<file path="src/sv/recurrence_checksum_image_verifier_defines.svh">
// Assertion macros for the image verifier.
// Each is a labelled concurrent assertion on clk, off in reset, or empty.
`ifndef RECURRENCE_CHECKSUM_IMAGE_VERIFIER_DEFINES_SVH
`define RECURRENCE_CHECKSUM_IMAGE_VERIFIER_DEFINES_SVH

`ifndef SYNTHESIS

`define RCIV_ASSERT_ALWAYS(lbl, cond, msg) \
    lbl: assert property (@(posedge clk) disable iff (!rst_n) (cond)) else $error(msg);

`define RCIV_ASSERT_IMPLIES(lbl, ante, cons, msg) \
    lbl: assert property (@(posedge clk) disable iff (!rst_n) (ante) |-> (cons)) \
        else $error(msg);

`define RCIV_ASSERT_NEXT(lbl, ante, cons, msg) \
    lbl: assert property (@(posedge clk) disable iff (!rst_n) (ante) |=> (cons)) \
        else $error(msg);

`else

`define RCIV_ASSERT_ALWAYS(lbl, cond, msg)
`define RCIV_ASSERT_IMPLIES(lbl, ante, cons, msg)
`define RCIV_ASSERT_NEXT(lbl, ante, cons, msg)

`endif

`endif

</file>
<file path="src/sv/rciv_pkg.sv">
`default_nettype none

package rciv_pkg;

    localparam int BYTE_W  = 8;
    localparam int TERM_W  = 16;
    localparam int INDEX_W = 11;
    localparam int LEN_W   = 10;
    localparam int WORD_W  = 32;
    localparam int ADDR_W  = 16;

    typedef logic [BYTE_W-1:0]  byte_t;
    typedef logic [TERM_W-1:0]  term_t;
    typedef logic [INDEX_W-1:0] index_t;
    typedef logic [LEN_W-1:0]   len_t;
    typedef logic [WORD_W-1:0]  word_t;

    // Operands of one recurrence step
    typedef struct packed {
        byte_t  data;
        index_t index;
        term_t  older;
        term_t  newer;
    } step_in_t;

    typedef enum logic [1:0] {
        ST_VALID      = 2'd0,
        ST_BAD_HEADER = 2'd1,
        ST_MISMATCH   = 2'd2,
        ST_TRUNCATED  = 2'd3
    } status_t;

    // Configuration register indexes
    localparam logic [1:0] REG_MAGIC     = 2'd0;
    localparam logic [1:0] REG_LOAD_ADDR = 2'd1;
    localparam logic [1:0] REG_PAY_LEN   = 2'd2;

    localparam word_t             MAGIC_RST     = 32'h484B_4E41;
    localparam logic [ADDR_W-1:0] LOAD_ADDR_RST = 16'h0100;
    localparam len_t              PAY_LEN_RST   = 10'd86;
    localparam len_t              MIN_PAYLOAD   = 10'd6;
    localparam index_t            HDR_BYTES     = 11'd6;
    localparam index_t            CHK_LAST_OFS  = 11'd3;
    localparam index_t            CHK_BYTES     = 11'd4;

    localparam byte_t ALPHA_MUL  = 8'd17;
    localparam byte_t BETA_MUL   = 8'd31;
    localparam term_t FIRST_BIAS = 16'd7;
    localparam term_t CHK_MOD    = 16'hFFFF;

    // A 64-bit wrap is congruent to +1 mod 65535; 257 moduli keep the sum positive
    localparam int          DIFF_W    = 26;
    localparam logic [25:0] WRAP_BIAS = 26'(65535 * 257 + 1);

endpackage

`default_nettype wire

</file>
<file path="src/sv/rciv_step.sv">
`default_nettype none

module rciv_step
(
    input  wire rciv_pkg::step_in_t op,
    output logic [rciv_pkg::TERM_W-1:0] result
);

    logic [rciv_pkg::BYTE_W-1:0]   alpha;
    logic [rciv_pkg::BYTE_W-1:0]   beta;
    logic [rciv_pkg::BYTE_W:0]     coef;
    logic [24:0]                   prod_a;
    logic [23:0]                   prod_s;
    logic [rciv_pkg::DIFF_W-1:0]   diff;
    logic [rciv_pkg::TERM_W:0]     fold;

    always_comb
    begin
        alpha  = 8'(op.index[7:0] * rciv_pkg::ALPHA_MUL);
        beta   = 8'(op.index[7:0] * rciv_pkg::BETA_MUL);
        coef   = {1'b0, op.data} + {1'b0, alpha};
        prod_a = 25'(coef) * 25'(op.newer);
        prod_s = 24'(beta) * 24'(op.older);
        if (prod_a >= {1'b0, prod_s})
            diff = 26'(prod_a) - 26'(prod_s);
        else
            diff = 26'(prod_a) + rciv_pkg::WRAP_BIAS - 26'(prod_s);
        // 65536 = 1 mod 65535: fold the high bits onto the low half
        fold = 17'(diff[25:16]) + 17'(diff[15:0]);
        if (fold >= {1'b0, rciv_pkg::CHK_MOD})
            fold = fold - {1'b0, rciv_pkg::CHK_MOD};
        result = fold[15:0];
    end

endmodule

`default_nettype wire

</file>
<file path="src/sv/recurrence_checksum_image_verifier.sv">
`default_nettype none
`include "recurrence_checksum_image_verifier_defines.svh"

// Image verifier: takes one image byte per request, tuser marking byte 0 of a new
// image and tlast the last byte available. Bytes 0-3 are checked against the
// magic register and bytes 4-5 against the load address (little-endian); a
// three-term recurrence mod 65535 runs over the first payload_length bytes
// (at least 6, header included) and the next four bytes form the received
// checksum. One result request comes out when the last checksum byte arrives,
// or earlier with status truncated (checksums zero) if tlast comes first.
// Bytes outside an image are dropped, and a new start abandons the running
// image silently. Throughput is one byte per cycle unless the input stalls; the
// recurrence step is combinational, through two narrow multipliers and a
// mod-65535 fold. Bytes pass the input register, then the result register.
// The input stalls only when a result is due while the previous one is still
// unread. Configuration must be written only between images; it goes unchecked.
module recurrence_checksum_image_verifier
(
    input  wire         clk,
    input  wire         rst_n,

    input  wire         s_axis_tvalid,
    output logic        s_axis_tready,
    input  wire  [7:0]  s_axis_tdata,   // [7:0] data_byte
    input  wire         s_axis_tuser,   // [0] start_flag
    input  wire         s_axis_tlast,   // end_flag

    output logic        m_axis_tvalid,
    input  wire         m_axis_tready,
    output logic [47:0] m_axis_tdata,   // [15:0] computed_checksum, [47:16] received_checksum
    output logic [1:0]  m_axis_tuser,   // [1:0] status

    input  wire         cfg_we,
    input  wire  [1:0]  cfg_addr,
    input  wire  [31:0] cfg_wdata
);

    // Configuration
    rciv_pkg::word_t                  magic_reg;
    logic [rciv_pkg::ADDR_W-1:0]      load_addr_reg;
    rciv_pkg::len_t                   pay_len_reg;

    // Input register
    logic                             in_valid_reg;
    logic                             in_valid_next;
    rciv_pkg::byte_t                  in_byte_reg;
    logic                             in_start_reg;
    logic                             in_end_reg;

    // Image state
    rciv_pkg::term_t                  older_reg;
    rciv_pkg::term_t                  newer_reg;
    rciv_pkg::index_t                 idx_reg;
    logic                             hdr_good_reg;
    rciv_pkg::word_t                  chk_word_reg;
    logic                             active_reg;

    // Result register
    logic                             out_valid_reg;
    rciv_pkg::status_t                out_status_reg;
    rciv_pkg::term_t                  out_comp_reg;
    rciv_pkg::word_t                  out_recv_reg;

    // Working values
    logic                             cur_active;
    rciv_pkg::index_t                 cur_idx;
    rciv_pkg::term_t                  cur_older;
    rciv_pkg::term_t                  cur_newer;
    logic                             cur_hdr;
    rciv_pkg::word_t                  cur_chk;
    rciv_pkg::len_t                   len;
    rciv_pkg::index_t                 len_ext;
    rciv_pkg::index_t                 chk_ofs;
    rciv_pkg::byte_t                  exp_byte;
    logic                             in_payload;
    logic                             done;
    logic                             emit;
    logic                             proc;
    rciv_pkg::step_in_t               step_op;
    rciv_pkg::term_t                  step_term;

    rciv_pkg::term_t                  older_next;
    rciv_pkg::term_t                  newer_next;
    logic                             hdr_good_next;
    rciv_pkg::word_t                  chk_word_next;
    rciv_pkg::status_t                status_next;

    // ---------------------------------------------------------------- config
    always_ff @(posedge clk or negedge rst_n)
    begin
        if (!rst_n)
        begin
            magic_reg     <= rciv_pkg::MAGIC_RST;
            load_addr_reg <= rciv_pkg::LOAD_ADDR_RST;
            pay_len_reg   <= rciv_pkg::PAY_LEN_RST;
        end
        else if (cfg_we)
        begin
            case (cfg_addr)
                rciv_pkg::REG_MAGIC:     magic_reg     <= cfg_wdata;
                rciv_pkg::REG_LOAD_ADDR: load_addr_reg <= cfg_wdata[15:0];
                rciv_pkg::REG_PAY_LEN:   pay_len_reg   <= cfg_wdata[9:0];
                default:                 ;
            endcase
        end
    end

    // ------------------------------------------------------- byte processing
    always_comb
    begin
        // a start byte sees the freshly opened image
        cur_active = in_start_reg | active_reg;
        cur_idx    = in_start_reg ? '0 : idx_reg;
        cur_older  = in_start_reg ? 16'd1 : older_reg;
        cur_newer  = in_start_reg ? 16'd1 : newer_reg;
        cur_hdr    = in_start_reg | hdr_good_reg;
        cur_chk    = in_start_reg ? '0 : chk_word_reg;

        len     = (pay_len_reg < rciv_pkg::MIN_PAYLOAD) ? rciv_pkg::MIN_PAYLOAD : pay_len_reg;
        len_ext = {1'b0, len};
        chk_ofs = cur_idx - len_ext;

        case (cur_idx[2:0])
            3'd0:    exp_byte = magic_reg[7:0];
            3'd1:    exp_byte = magic_reg[15:8];
            3'd2:    exp_byte = magic_reg[23:16];
            3'd3:    exp_byte = magic_reg[31:24];
            3'd4:    exp_byte = load_addr_reg[7:0];
            default: exp_byte = load_addr_reg[15:8];
        endcase

        hdr_good_next = cur_hdr
                        & ~((cur_idx < rciv_pkg::HDR_BYTES) & (in_byte_reg != exp_byte));

        in_payload = cur_idx < len_ext;
        if (in_payload && cur_idx == '0)
        begin
            older_next = 16'd1;
            newer_next = {8'd0, in_byte_reg} + rciv_pkg::FIRST_BIAS;
        end
        else if (in_payload)
        begin
            older_next = cur_newer;
            newer_next = step_term;
        end
        else
        begin
            older_next = cur_older;
            newer_next = cur_newer;
        end

        chk_word_next = cur_chk;
        if (!in_payload && chk_ofs < rciv_pkg::CHK_BYTES)
            chk_word_next = cur_chk | (32'(in_byte_reg) << {chk_ofs[1:0], 3'b000});

        done = cur_idx >= (len_ext + rciv_pkg::CHK_LAST_OFS);
        emit = in_valid_reg & cur_active & (done | in_end_reg);

        if (!done)
            status_next = rciv_pkg::ST_TRUNCATED;
        else if (!hdr_good_next)
            status_next = rciv_pkg::ST_BAD_HEADER;
        else if (chk_word_next != {16'd0, newer_next})
            status_next = rciv_pkg::ST_MISMATCH;
        else
            status_next = rciv_pkg::ST_VALID;
    end

    assign step_op = '{data: in_byte_reg, index: cur_idx, older: cur_older, newer: cur_newer};

    rciv_step u_step
    (
        .op     (step_op),
        .result (step_term)
    );

    // ----------------------------------------------------------- handshakes
    // hold the byte only if it owes a result and the result slot is still full
    assign proc          = in_valid_reg & (~emit | ~out_valid_reg | m_axis_tready);
    assign s_axis_tready = ~in_valid_reg | proc;
    assign in_valid_next = (s_axis_tvalid & s_axis_tready) | (in_valid_reg & ~proc);

    always_ff @(posedge clk or negedge rst_n)
    begin
        if (!rst_n)
            in_valid_reg <= 1'b0;
        else
            in_valid_reg <= in_valid_next;
    end

    always_ff @(posedge clk)
    begin
        if (s_axis_tvalid && s_axis_tready)
        begin
            in_byte_reg  <= s_axis_tdata;
            in_start_reg <= s_axis_tuser;
            in_end_reg   <= s_axis_tlast;
        end
    end

    // ---------------------------------------------------------- image state
    always_ff @(posedge clk or negedge rst_n)
    begin
        if (!rst_n)
        begin
            older_reg    <= 16'd1;
            newer_reg    <= 16'd1;
            idx_reg      <= '0;
            hdr_good_reg <= 1'b1;
            chk_word_reg <= '0;
            active_reg   <= 1'b0;
        end
        else if (proc && cur_active)
        begin
            older_reg    <= older_next;
            newer_reg    <= newer_next;
            hdr_good_reg <= hdr_good_next;
            chk_word_reg <= chk_word_next;
            idx_reg      <= cur_idx + 11'd1;
            active_reg   <= ~emit;
        end
    end

    // ------------------------------------------------------- result register
    always_ff @(posedge clk or negedge rst_n)
    begin
        if (!rst_n)
            out_valid_reg <= 1'b0;
        else if (proc && emit)
            out_valid_reg <= 1'b1;
        else if (m_axis_tready)
            out_valid_reg <= 1'b0;
    end

    always_ff @(posedge clk)
    begin
        if (proc && emit)
        begin
            out_status_reg <= status_next;
            out_comp_reg   <= done ? newer_next : '0;
            out_recv_reg   <= done ? chk_word_next : '0;
        end
    end

    assign m_axis_tvalid = out_valid_reg;
    assign m_axis_tdata  = {out_recv_reg, out_comp_reg};
    assign m_axis_tuser  = out_status_reg;

    // ------------------------------------------------------------ assertions
    // the running term must always be a proper residue mod 65535
    `RCIV_ASSERT_ALWAYS(a_term_residue, newer_reg != rciv_pkg::CHK_MOD, "term left 65535 unreduced")

    // a truncation result carries no checksums
    `RCIV_ASSERT_IMPLIES(a_trunc_zero, out_valid_reg && out_status_reg == rciv_pkg::ST_TRUNCATED, out_comp_reg == '0 && out_recv_reg == '0, "truncation result with checksum data")

    // an image closes once its result is issued
    `RCIV_ASSERT_NEXT(a_close_on_emit, proc && emit, !active_reg && out_valid_reg, "image still open after result")

endmodule

`default_nettype wire

</file>
<file path="config.mk">
export PLATFORM = sky130hd
export DESIGN_NAME = recurrence_checksum_image_verifier
export DESIGN_NICKNAME = d
export VERILOG_FILES = /design/src/sv/rciv_pkg.sv /design/src/sv/rciv_step.sv /design/src/sv/recurrence_checksum_image_verifier.sv
export VERILOG_INCLUDE_DIRS = /design/src /design/src/sv
export SDC_FILE = /design/constraint.sdc
export NUM_CORES = 1
export LEC_CHECK = 0
export BUFFER_PORTS_ARGS = -buffer_cell sky130_fd_sc_hd__buf_4
export CORE_AREA = 2 2 211 213
export DETAILED_ROUTE_END_ITERATION = 8
export DIE_AREA = 0 0 213 215
export HOLD_SLACK_MARGIN = 0.05
export PLACE_DENSITY = 0.75
export SYNTH_ARGS = -nofsm -noshare
export SYNTH_HDL_FRONTEND = slang
export SYNTH_SLANG_ARGS = --single-unit
</file>
<file path="constraint.sdc">
create_clock -name clk -period 18.85 [get_ports clk]
set_clock_uncertainty 0.15 [all_clocks]
set_input_delay 1.885 -clock clk [delete_from_list [all_inputs] [get_ports clk]]
set_output_delay 1.885 -clock clk [all_outputs]
set_load 0.02 [all_outputs]
</file>
# --- After elaboration in Yosys (flattened, before gate mapping) ---
# Index checks and enable logic that the tools add are counted.
word_totals:
  regBits: 197
  word_cells: 99
  output_inout_bits: 52
  in_bits: 49
classes:
  n_eq_ne: 8
  n_addsub: 10
  n_lt_le_gt_ge: 7
  mul: 4
  reduce_logical: 14
  n_bitwise: 20
  shifts: 1
  muxes: 17
ops:
  columns: ["operator", "count"]
  rows:
  - ["$mux W16", 7]
  - ["$mux W32", 2]
  - ["$pmux W8 S5", 1]
  - ["$ne A32 B16 Y1", 1]
  - ["$or A32 B32 Y32", 1]
  - ["$shl A8 B5 Y32", 1]
  - ["$add A25 B25 Y26 const B", 1]
  - ["$mux W26", 1]
  - ["$sub A25 B24 Y26", 1]
  - ["$sub A26 B24 Y26", 1]
  - ["$ge A25 B24 Y1", 1]
  - ["$mul A9 B16 Y25", 1]
  - ["$mul A8 B16 Y24", 1]
  - ["$lt A11 B3 Y1 const B", 2]
  - ["$add A10 B16 Y17", 1]
  - ["$ge A17 B16 Y1 const B", 1]
  - ["$mul A8 B5 Y8 const B", 2]
  - ["$sub A16 B16 Y16 const B", 1]
  - ["$add A10 B2 Y11 const B", 1]
  - ["$add A11 B1 Y11 const B", 1]
  - ["$ge A11 B11 Y1", 1]
  - ["$logic_not A11 Y1", 1]
  - ["$lt A11 B10 Y1", 1]
  - ["$mux W11", 1]
  - ["other kinds (22)", 48]

# --- Longest topological paths before layout ---
# Gate-level depths: netlist of run 1.
depth:
  depth_word: 15
  mapped_depth: 67
  mapped_depth_nobuf: 63

# --- Modules after synthesis ---
# Synthesis of run 1 repeated with hierarchy kept, for this count alone.
unflattened:
  cells_unflattened: 2565
  area_unflattened_um2: 23145.9
by_module_without_submodules:
  columns: ["module", "seq_area_each_um2", "area_each_um2", "instances", "cells_each"]
  rows:
  - ["rciv_step", 0.0, 13027.5, 1, 1608]
  - ["recurrence_checksum_image_verifier", 5255.0, 10118.5, 1, 957]

# --- Least setup slack after synthesis of run 1 ---
# OpenSTA, ideal clock, no wires.
synth_path:
  kind: "register to register"
  startpoint: "register in_start_reg"
  endpoint: "register out_status_reg[1], in the netlist m_axis_tuser[1] (data pin)"
  required_ps: 18436
  setup_ps: 264
  stages_incl_launch_ff: 62
  period_less_slack_ps: 15214
  arrival_time_ps: 14801
  slack_ps: 3636
  n_path_buf: 7
  path_cell_list: "edfxtp_1 > clkbuf_1 > clkbuf_1 > clkbuf_1 > buf_1 > clkbuf_1 > clkbuf_1 > nor2_1 > ha_1 > fa_1 > inv_1 > fa_1 > inv_1 > ha_1 > inv_1 > o21bai_1 > a21oi_1 > xor2_1 > [26 not listed] > a21oi_1 > xor2_1 > o21ai_0 > ha_1 > or3_1 > o31ai_1 > o21ai_1 > nor2_1 > and3b_1 > o21ai_0 > nor4_1 > o22a_1 > a21o_4 > a211o_1 > xor2_1 > a2111oi_2 > nand4_1 > o41a_1"
synth_via:
  elab_chain_cells: 15
  word_cells_on_any_way: 46
  classes_between: "7 x add/sub; 4 x mul; 6 x order compare; 6 x eq/ne; 1 x shift; 12 x mux; 5 x bitwise; 5 x reduce/logical"
synth_lines:
  columns: ["element", "line_no", "rtl"]
  rows:
  - ["start: declaration", "recurrence_checksum_image_verifier.sv:47", "logic in_start_reg;"]
  - ["start signal: assignment", "recurrence_checksum_image_verifier.sv:196", "in_start_reg <= s_axis_tuser;"]
  - ["$mux W11", "recurrence_checksum_image_verifier.sv:113", "cur_idx = in_start_reg ? '0 : idx_reg;"]
  - ["$mul A8 B5 Y8", "rciv_step.sv:19", "alpha = 8'(op.index[7:0] * rciv_pkg::ALPHA_MUL);"]
  - ["$add A8 B8 Y9", "rciv_step.sv:21", "coef = {1'b0, op.data} + {1'b0, alpha};"]
  - ["$mul A9 B16 Y25", "rciv_step.sv:22", "prod_a = 25'(coef) * 25'(op.newer);"]
  - ["$add A25 B25 Y26", "rciv_step.sv:27", "diff = 26'(prod_a) + rciv_pkg::WRAP_BIAS - 26'(prod_s);"]
  - ["$sub A26 B24 Y26", "rciv_step.sv:27", null]
  - ["$mux W26", "rciv_step.sv:24", "if (prod_a >= {1'b0, prod_s})"]
  - ["$add A10 B16 Y17", "rciv_step.sv:29", "fold = 17'(diff[25:16]) + 17'(diff[15:0]);"]
  - ["$sub A16 B16 Y16 or $ge A17 B16 Y1 (tied branches)", "rciv_step.sv:31, rciv_step.sv:30", null]
  - ["$mux W16", "rciv_step.sv:30", "if (fold >= {1'b0, rciv_pkg::CHK_MOD})"]
  - ["$mux W16", "recurrence_checksum_image_verifier.sv:141", "else if (in_payload)"]
  - ["$mux W16", "recurrence_checksum_image_verifier.sv:136", "if (in_payload && cur_idx == '0)"]
  - ["$ne A32 B16 Y1", "recurrence_checksum_image_verifier.sv:163", "else if (chk_word_next != {16'd0, newer_next})"]
  - ["$mux W2", "recurrence_checksum_image_verifier.sv:163", null]
  - ["$mux W2", "recurrence_checksum_image_verifier.sv:161", "else if (!hdr_good_next)"]
  - ["end signal: assignment", "recurrence_checksum_image_verifier.sv:239", "out_status_reg <= status_next;"]
  - ["end: declaration", "recurrence_checksum_image_verifier.sv:60", "rciv_pkg::status_t out_status_reg;"]
# Several ways; a longest one is shown, not always the timed one.
# A chain may end at the register's enable or synchronous reset.

# --- Worst setup path after layout of run 1 ---
layout_path:
  startpoint: "register in_start_reg"
  endpoint: "register out_status_reg[1], in the netlist m_axis_tuser[1] (data pin)"
layout_via:
  word_cells_on_any_way: 46
  classes_between: "7 x add/sub; 4 x mul; 6 x order compare; 6 x eq/ne; 1 x shift; 12 x mux; 5 x bitwise; 5 x reduce/logical"
layout_rtl:
  columns: ["element", "line_no", "rtl"]
  rows:
  - ["$mux W11 (*)", "recurrence_checksum_image_verifier.sv:113", null]
  - ["$mul A8 B5 Y8 (*)", "rciv_step.sv:20", "beta = 8'(op.index[7:0] * rciv_pkg::BETA_MUL);"]
  - ["net u_step.beta (one bit)", "rciv_step.sv:10", "logic [rciv_pkg::BYTE_W-1:0] beta;"]
  - ["$mul A8 B16 Y24 (*)", "rciv_step.sv:23", "prod_s = 24'(beta) * 24'(op.older);"]
  - ["$sub A26 B24 Y26, or another cell as far along", "rciv_step.sv:27", null]
  - ["$mux W26 (*)", "rciv_step.sv:24", null]
  - ["$add A10 B16 Y17 (*)", "rciv_step.sv:29", null]
  - ["$sub A16 B16 Y16 or $ge A17 B16 Y1 (tied branches)", "rciv_step.sv:31, rciv_step.sv:30", null]
  - ["$mux W16 (*)", "rciv_step.sv:30", null]
  - ["$mux W16 (*)", "recurrence_checksum_image_verifier.sv:141", null]
  - ["$mux W16 (*)", "recurrence_checksum_image_verifier.sv:136", null]
  - ["$ne A32 B16 Y1 (*)", "recurrence_checksum_image_verifier.sv:163", null]
  - ["$mux W2 (*)", "recurrence_checksum_image_verifier.sv:163", null]
  - ["$mux W2 (*)", "recurrence_checksum_image_verifier.sv:161", null]
# The timed path passes the listed nets; every way through them passes the cells marked *.

==> impl.org, run 1 <==
** Synthesis
- Number of distinct library cells after synthesis :: 90
- Synthesis warning total :: 0
- Yosys mapped a number of flops with a built-in enable equal to 60.
- Main synth FF type :: dfrtp_1
- Post-synthesis area per instance :: 8.67 sq um
- Yosys attributes the largest share of cell area to fa_1 18%, dfrtp_1 12%, ha_1 11%.
- Fraction of post-synthesis cell area in the top cell type by area :: 0.176
- The synthesized design contains 197 register bits.
- For this run, asynchronously set or reset flops after synthesis account for 0.695.
- After technology mapping, the gate count stands at 2,720.
- Counting every net in the synthesized netlist gives 3,175.
- The share of the Yosys chip area taken by registers is 0.223.
- Of all cell types, the one taking the most synthesized area is fa_1.
- Cell area after synthesis :: 23,600 sq um

** Die
- Effective utilization at floorplan :: 0.540
- Standard cell core area :: 43,600 sq um
- 101 I/O pins were placed.
- From left edge to right edge, the die measures 213 um.
- FP Rows :: 77
- The floorplan step defined a die boundary enclosing 45,800 sq um.
- Measured along the y axis, the die boundary spans 215 um.

** Worst hold path
- Worst min-delay path category :: flip-flop to flip-flop

** STA
- Max-slew violation total from the final report :: 0
- The worst pin sits at a relative slew slack of 0.109.
- Fin crit period :: 17.88 ns
- The total count of hold-check failures in the final report came to 0.
- For the pin with the worst max-slew slack, the measured transition is 1.33 ns.
- Setup WS post-layout :: 0.966 ns
- Across all hold checks on the routed design, the worst slack comes to 0.338 ns.
- Crit share post-route :: 0.949
- Aggregate negative setup slack :: 0 ns
- Setup violations remaining at the end of the flow were counted as 0.
- Timing would allow up to 55.9 MHz.
- Setup repair after global routing left no endpoint under its margin.

** Global route
- For this run, the total global-route usage over all layers was measured as 0.317.
- The initial antenna violation count is 0.
- The number of global-route vias before repair was 20,400.
- After global routing the overflow that remains totals 0.
- Wire length of the first global-routing pass :: 113 mm
- Pin count of the biggest net entering global routing :: 82

** Routing
- The first detailed-routing pass took 5 iterations.
- Routed WL per cell :: 21.3 um
- Met3 routed wirelength :: 6.02 mm
- Met1 wire length :: 30.1 mm
- In this run the top signal layer used is met4.
- Post-detailed-route via-to-cell ratio :: 6.08
- Remaining DRCs :: 0
- Total via count after detailed routing :: 20,500
- After the first detailed-routing iteration, the DRC count stood at 1,786.
- After detailed routing, the total wire length is 71.5 mm.
- Metal2 WL :: 32.8 mm
- In this run the remaining antenna-violating nets after routing total 0.

** Critical path
- Worst setup path endpoint :: m_axis_tuser[1]
- The startpoint identified for the worst register-to-register timing path is in_start_reg.
- Setup slack of the worst register-to-register path :: 0.97 ns
- Stage delay of the slowest cell on the critical path :: 0.74 ns
- At the worst endpoint, the required time is 18.91 ns.
- Worst Path Arrival :: 17.94 ns
- Of all nets on the critical path, the largest fanout is 65.
- Counting cells, the worst reg-to-reg path comes to 59.
- Launching element type of the critical path :: flip-flop
- In this run the critical register-to-register path is captured at m_axis_tuser[1].
- Library cell contributing the largest single delay on the critical path :: ha_2
- In this run the worst setup path begins at in_start_reg.
- Crit path capture type :: flip-flop
- The worst setup path is of the flip-flop to flip-flop kind.

** Cells and area
- Fill cell count :: 3,831
- Measured on the finished design, the core utilization comes to 0.586.
- Net count reported at finish :: 3,214
- Relative to the synthesized area, the layout overhead comes to 8.39%.
- In the final layout, the share of cells above drive strength 1 is 0.105.
- Count of inserted antenna diode cells :: 0
- Multi-input combinational cell area :: 16,700 sq um
- Summing all flip-flop and latch instances after layout gives 5260 sq um.

** Clock network
- The root buffer cell chosen for the clock tree is clkbuf_16.
- After clock tree synthesis, the clock-pin slew on the worst setup and hold paths is 0.09 ns.
- No sink is reached through more buffers than the 2 on the longest clock path.
- Number of setup buffers added after CTS :: 0
- The clock reaches the later pin of the worst-skew pair after 0.45 ns.
- Clock buffer count from CTS :: 17
- H-tree lvl count :: 4
- TritonCTS built the clock tree.
- For this design, the sink count on the clock tree is 197.

** Place
- The congestion estimate from routability-driven global placement came to 0.996.
- Hpwl dp :: 56.9 mm
- Worst setup slack after placement :: 1.12 ns
- Input and output buffers added on the ports amount to 100.

** Job
- Max-cap check violation count :: 0

** Status
- The flow ran to the end, and the final reports show no timing, DRC or antenna violations.
## through the flow
step | cells | cell area (sq um)
final | 3364 | 25600
after CTS | 3364 | 25500
after floorplan | 2720 | 23600
after detailed placement | 3332 | 24900
after global routing | 3364 | 25600
after global placement | 3332 | 24900
## synth_stat cells, types with 6 or more instances
master	instances
a211oi_1	14
a21boi_0	8
a21o_1	42
a21oi_1	128
a222oi_1	8
a22o_1	32
a22oi_1	16
a31oi_1	19
and2_1	49
and3_1	15
buf_1	7
clkbuf_1	103
dfrtp_1	117
dfstp_2	20
edfxtp_1	60
fa_1	207
ha_1	199
inv_1	331
mux2_2	64
mux2i_1	7
nand2_1	348
nand2b_1	33
nand3_1	35
nand4_1	19
nor2_1	220
nor2b_1	58
nor3_1	53
nor3b_1	6
nor4_1	28
o211ai_1	17
o21a_1	18
o21ai_0	125
o21bai_1	18
o31ai_1	9
or2_2	9
or3_1	9
xnor2_1	104
xor2_1	57
## final cells by class
cell class	instances	area share
Multi-Input combinational cell	2079	0.654
Sequential cell	197	0.206
Inverter	332	0.0488
Timing Repair Buffer	132	0.0389
Tap cell	592	0.0290
Clock buffer	17	0.0166
Clock inverter	15	0.00686
## cell usage in the layout, fill, tap and decap left out, types with 15 or more instances in the layout
master     Yosys  routed
nand3_1       35      35
nand2_1      348     347
and2_1        49      49
xnor2_1      104      97
nand4_1       19      19
fa_1         207     207
dfstp_2       20      20
dfrtp_1      117     117
buf_4          0     131
edfxtp_1      60      60
a31oi_1       19      19
a22oi_1       16      16
mux2_2        64      64
clkbuf_16      0      17
a21o_1        42      42
nor2_1       220     219
a21oi_1      128     128
xor2_1        57      57
ha_1         199     198
o21bai_1      18      18
nor4_1        28      28
nor3_1        53      53
o21a_1        18      17
a22o_1        32      32
and3_1        15      15
inv_1        331     330
o21ai_0      125     125
nor2b_1       58      58
o211ai_1      17      17
nand2b_1      33      33
## worst min path at each step
stage	start	endpoint	slack [ns]	cells after the start
6_report	chk_word_reg[5]	chk_word_reg[5]	0.34	2
5_1_grt	chk_word_reg[6]	chk_word_reg[6]	0.36	2
4_1_cts	chk_word_reg[5]	chk_word_reg[5]	0.34	2
3_5_place_dp	chk_word_reg[5]	chk_word_reg[5]	0.32	2
3_3_place_gp	chk_word_reg[11]	chk_word_reg[11]	0.31	2
2_1_floorplan	newer_reg[13]	newer_reg[13]	0.29	2
## layer usage
layer	global-route usage	up-vias
met5	0	-
li1	-	9224
met2	0.499	975
met3	0.0517	160
met1	0.442	10100
met4	0.115	0
## what timing repair did
item	4_1_cts	5_1_grt
resized for setup	0	2
endpoints found under the setup margin	0	1
hold buffers	0	0
## worst max-delay path, delay by kind of cell, from the launching register on
family,cells,cell delay [ns]
fa+ha+maj,13,5.93
xor+xnor,3,0.60
buf+inv,8,1.72
simple gates,13,3.46
flops,1,0.39
compound gates,22,5.29
## cells by family (layout without fill, tap and decap cells)
kind of cell | count (synthesis) | count (layout) | synth area share
mux | 71 | 71 | 0.0335
simple gates | 908 | 908 | 0.179
buf+inv | 444 | 496 | 0.0711
fa+ha+maj | 407 | 407 | 0.282
flops | 197 | 197 | 0.223
xor+xnor | 162 | 162 | 0.0605
compound gates | 531 | 531 | 0.151
Power of run 1 is not shown: default switching activity piles up to over one toggle a cycle in this logic, so the estimate is an artifact.
==> run 2: changes to the inputs <==
clock period = 21.7 ns   (was 18.85 ns; I/O delays follow)
==> run 2 against run 1 <==
Effect of this change:
- final area barely moved
- largest cell class unchanged
- worst hold slack improved by 0.0049 ns
- wire length grew 0.16%
- via count shrank 0.93%
- sequential cell count is the same
- register-to-register slack better by 3.7 ns
- highest routed layer unchanged
- die area did not move
- non-clock buffer count is 5 lower
==> impl.org, run 2 (same netlist as run 1, synthesis figures left out) <==
** Status
- Outcome :: finished, final reports clean

** Global route
- Entering global routing, the biggest net connects 82 pins.
- In the global route stage, met2 resource usage came out at 0.488.
- GR Util met1 :: 0.447
- The number of global-route vias before repair is 20,000.
- After global routing, the most crowded layer is met2.
- The initial antenna violation count was 0.
- Overall fraction of global-route tracks in use :: 0.316
- For met3 alone, demand over resource in global routing was 0.0522.
- Wire length of the first global-routing pass :: 112 mm
- For this run the aggregate overflow at the end of global routing stands at 0.

** Clock network
- Clock sinks :: 197
- Root Driver :: clkbuf_16
- Counting the buffers created by CTS gives 17.
- Number of gates resized after CTS :: 0
- Buffers added to address setup during post-CTS repair amount to 0.
- Hold repair after CTS inserted 0 buffers.
- The H-tree generated during clock tree synthesis spans 4 levels.
- TritonCTS built the clock tree.
- Clock-pin slew was measured on the worst setup and hold paths at 0.08 ns.
- No sink is reached through more buffers than the 2 on the longest clock path.
- Clock insertion delay at the later pin of the skew report :: 0.46 ns

** Routing
- Post-detailed-route via-to-cell ratio :: 6.03
- After detailed routing, the average wire length per cell comes to 21.3 um.
- In the routed design, unresolved DRC markers number 0.
- The routed layout has 20,300 vias.
- Once detail routing completed, the nets flagged for antenna violations numbered 0.
- Number of iterations in the first detailed-routing pass :: 6
- Violation count after the first detailed-routing iteration :: 1,882
- The routed design has 71.6 mm of wire.

** Critical path
- Library cell contributing the largest single delay on the critical path :: o41ai_1
- Launching element type of the critical path :: flip-flop
- Buf/Inv on CP :: 9
- At the worst endpoint, the arrival time is 17.13 ns.
- Startpoint-to-endpoint class of the critical path :: flip-flop to flip-flop
- At the worst endpoint, the required time is 21.76 ns.
- Grouping stages by cell kind, the critical path spends the most delay in compound AO/OA/AOI/OAI gates.
- The largest single stage delay on the critical path is 0.85 ns.
- Maximum fanout along the worst path :: 66
- Crit path capture type :: flip-flop

** Die
- Effective utilization at floorplan :: 0.540
- In this run the count of I/O pins placed on the die edge is 101.
- The floorplan has 77 rows.
- From bottom edge to top edge, the die measures 215 um.
- Die X-Extent :: 213 um
- The core region is 43,600 sq um.
- Total die area :: 45,800 sq um

** Cells and area
- Most common cell after layout, fill and taps aside :: nand2_1
- Commonest cells after routing, fill and taps aside :: 347 x nand2_1, 330 x inv_1, 219 x nor2_1
- Final core area utilization :: 0.585
- Of the cells placed in the final design, the portion with a size suffix greater than 1 is 0.102.
- Area Growth Syn to Fin :: 8.34%
- Number of cells in the finished layout apart from fillers :: 3,359
- After filler insertion, the fill cell instance count of the layout stands at 3,831.
- After the last flow step, the layout net total stands at 3,209.
- Count of inserted antenna diode cells :: 0

** STA
- In the finished design, the share of the clock period the worst path needs comes to 0.787.
- Setup repair after global routing left no endpoint under its margin.
- Max-slew violation total from the final report :: 0
- Number of endpoints failing setup at the final stage :: 0
- Static timing analysis puts the maximum clock frequency at 58.6 MHz.
- Final hold violation count :: 0
- After layout, the worst setup slack is 4.63 ns.
- For the pin with the worst max-slew slack, the measured transition is 1.31 ns.
- The worst path needs 17.07 ns of the cycle, external delays included.
- In the final timing run, aggregate negative setup slack is 0 ns.
- Slew margin rel. :: 0.125

** Place
- IO Port Bufs :: 100
- Hpwl dp :: 56.9 mm
- GPL Wtd Cong :: 1.02
- Worst setup slack after placement :: 4.97 ns
- Post-Place Cells :: 3,327

** Worst hold path
- The path class of the tightest hold or removal check is flip-flop to flip-flop.

** Job
- Across the run, the number of max-cap violations was 0.
run 2: cell count changes in the layout (fill, tap and decap cells not counted), sizes merged:
cell	before	now
clkinvlp	1	2
buf	132	127
inv	341	338
bufinv	0	2
run 2: per-stage QoR:
stage | instance area [sq um] | hold slack [ns]
finish | 25500 | 0.343
global route | 25500 | 0.368
CTS | 25500 | 0.338
detailed placement | 24900 | 0.318
global placement | 24900 | 0.313
floorplan | 23600 | 0.292
run 2: layout make-up:
class	instances	area, sq um	share of cell area
clock buffers	17	425	0.0167
clock inverters	15	211	0.00828
well taps	592	741	0.0290
multi-input cells	2079	16700	0.654
repair buffers	127	957	0.0375
inverters	332	1250	0.0488
flip-flops and latches	197	5260	0.206
run 2: path summary, 6_finish.rpt:
path	end	cells after the start	start	slack [ns]
setup / recovery	m_axis_tuser[1]	57	in_start_reg	4.63
hold / removal	chk_word_reg[6]	2	chk_word_reg[6]	0.34
setup reg to reg	m_axis_tuser[1]	57	in_start_reg	4.63
hold reg to reg	chk_word_reg[6]	2	chk_word_reg[6]	0.34
max in group asynchronous	newer_reg[12]	2	rst_n	18.41
min in group asynchronous	magic_reg[28]	1	rst_n	1.53
run 2: layer usage:
layer,vias to the layer above,wire length [um]
met5,-,0
met4,0,2690
met3,154,5600
met2,955,32400
met1,9925,30900
li1,9228,-
run 2: tightest hold or removal path: stages (launching register included):
cell and delay [ns]:
dfrtp_1 0.35, nand2_1 0.05, o21ai_0 0.06
Power of run 2 is left out for the same reason.
==> run 3: changes to the inputs <==
clock period = 16 ns   (was 21.7 ns; I/O delays follow)
==> run 3 against run 2 <==
Effect of this change:
- cell count grew 0.68%
- largest cell class unchanged
- sequential cell count is the same
- critical path depth grew 2
- count of clock-buffer cells in the layout grew 3
- first-iteration DRC count shrank 9.0%
- non-clock buffer count grew 22
==> impl.org, run 3 (same netlist as run 1, synthesis figures left out) <==
** Die
- Standard cell core area :: 43,600 sq um
- Effective utilization at floorplan :: 0.540
- Total die area :: 45,800 sq um
- Count of pins on the block boundary :: 101
- FP Rows :: 77
- Die boundary height :: 215 um
- Die X-Extent :: 213 um

** Critical path
- Crit. path cell count :: 59
- The worst setup path is captured at a flip-flop.
- Maximum fanout along the worst path :: 15
- The worst setup path is launched from a flip-flop.
- Startpoint-to-endpoint class of the critical path :: flip-flop to flip-flop
- Depth of the most critical reg-to-reg path :: 59
- Data on the critical path is required at its endpoint by 16.05 ns.
- The slowest stage of the critical path belongs to the cell fa_1.
- Data arrives at the worst endpoint at 15.30 ns.
- Largest delay share family, worst path :: adder cells
- Stage delay of the slowest cell on the critical path :: 0.54 ns
- Buf/Inv on CP :: 9

** Global route
- Overall fraction of global-route tracks in use :: 0.314
- The number of global-route vias before repair is 20,400.
- Summed over all layers, the global routing overflow is 0.
- The initial antenna violation count was 0.
- Wire length of the first global-routing pass :: 112 mm
- Pin count of the biggest net entering global routing :: 92

** Clock network
- The clock reaches the later pin of the worst-skew pair after 0.45 ns.
- For this design, the CTS-stage hold fixing added 0 buffers.
- No sink is reached through more buffers than the 2 on the longest clock path.
- TritonCTS built the clock tree.
- The cell sitting at the root of the clock tree is a clkbuf_16.
- Buffers inserted during clock tree synthesis total 17.
- Reg clk slew, reported paths :: 0.07 ns
- CTS built an H-tree with a depth of 4.
- Clock sinks :: 197
- Number of setup buffers added after CTS :: 0

** Cells and area
- Storage cell area :: 5260 sq um
- For this run, the post-layout net count is 3,231.
- Leaving out fill and tap cells, the most frequent cells in the layout are 347 x nand2_1, 330 x inv_1, 219 x nor2_1.
- Leaving out fill and tap cells, the most frequent cell in the layout is nand2_1.
- Fill cell count :: 3,863
- From synthesis to final layout, the design area changed by 8.91%.
- Multi-input combinational cell area :: 16,700 sq um
- In the final layout, the share of cells above drive strength 1 is 0.111.

** STA
- The final count of pins violating max slew was 0.
- Number of endpoints failing setup at the final stage :: 0
- Crit share post-route :: 0.953
- Setup repair after global routing missed its margin :: no
- Aggregate negative setup slack :: 0 ns
- Fin crit period :: 15.25 ns
- Slew margin rel. :: 0.153
- The total count of hold-check failures in the final report is 0.
- Timing would allow up to 65.6 MHz.
- For the pin with the worst max-slew slack, the measured transition is 1.27 ns.

** Status
- The run finished with clean final reports.

** Place
- Routability-driven placement finished with a final weighted congestion of 1.00.
- IO Port Bufs :: 100
- Hpwl dp :: 57.0 mm

** Worst hold path
- Worst min-delay path category :: flip-flop to flip-flop
- The worst hold path passes through 2 cells.

** Routing
- Total via count after detailed routing :: 20,300
- After detailed routing, the total wire length is 70.9 mm.
- In the final routed layout, each cell accounts on average for 21.0 um.
- Post-detailed-route via-to-cell ratio :: 6.02
- Remaining DRCs :: 0
- Violation count after the first detailed-routing iteration :: 1,713
- Antenna-violating nets left :: 0
- The pre-antenna-repair detailed-routing pass consisted of 6 iterations.

** Job
- Max-cap violations in this run came to 0.
==> run 3: changes by cell type in the layout (fill, tap and decap cells not counted), moves of 2 or more <==
| cell | previous run | this run |
|---|---|---|
| buf_4 | 126 | 147 |
| inv_6 | 2 | 5 |
| a21oi_1 | 128 | 125 |
| xnor2_1 | 98 | 102 |
| clkinvlp_4 | 2 | 0 |
| a21oi_2 | 1 | 3 |
| clkinv_8 | 4 | 1 |
| o31ai_1 | 9 | 7 |
| clkbuf_1 | 0 | 2 |
| xnor2_2 | 6 | 2 |
| o31ai_2 | 0 | 2 |
==> run 3: metal layers <==
metal  GRT usage  wire length [um]  up-vias
met5           0                 0        -
met4      0.0958              1940        0
met3      0.0343              4840      116
met2       0.511             33400      872
met1       0.441             30700    10100
li1            -                 -     9255
==> run 3: worst min-delay path, delay by kind of cell, from the launching register on <==
kind,cells,cell delay [ns]
compound gates,1,0.06
simple gates,1,0.05
flops,1,0.35
==> run 3: area by class of cell <==
type / instances / share of cell area
multi-input combinational: 2079 / 0.651
tap: 592 / 0.0288
antenna: 1 / 0.0000975
clock buffer: 20 / 0.0174
sequential: 197 / 0.205
inverter: 332 / 0.0485
timing repair buffer: 149 / 0.0439
clock inverter: 12 / 0.00517
==> run 3: repair_timing <==
item / in CTS / in global routing
endpoints found under the hold margin: 0 / 0
resized for setup: 0 / 14
endpoints found under the setup margin: 0 / 6
==> run 3: final timing paths <==
kind                            startpoint         endpoint  slack (ns)
hold / removal             chk_word_reg[7]  chk_word_reg[7]        0.34
min in group asynchronous            rst_n    magic_reg[28]        1.07
setup / recovery              in_start_reg  m_axis_tuser[1]        0.75
hold reg to reg            chk_word_reg[7]  chk_word_reg[7]        0.34
max in group asynchronous            rst_n     newer_reg[7]       13.46
setup reg to reg              in_start_reg  m_axis_tuser[1]        0.75
==> run 3: stage by stage <==
step	hold slack, ns	area (sq um)	setup slack, ns	utilization	std cells
finish	0.339	25700	0.754	0.588	3382
floorplan	0.292	23600	0.786	-	2720
CTS	0.336	25600	0.331	0.587	3381
detailed placement	0.321	25000	0.381	0.574	3349
global route	0.366	25700	0.0105	0.588	3381
global placement	0.312	25000	0.622	0.574	3349
Power of run 3 is left out for the same reason.
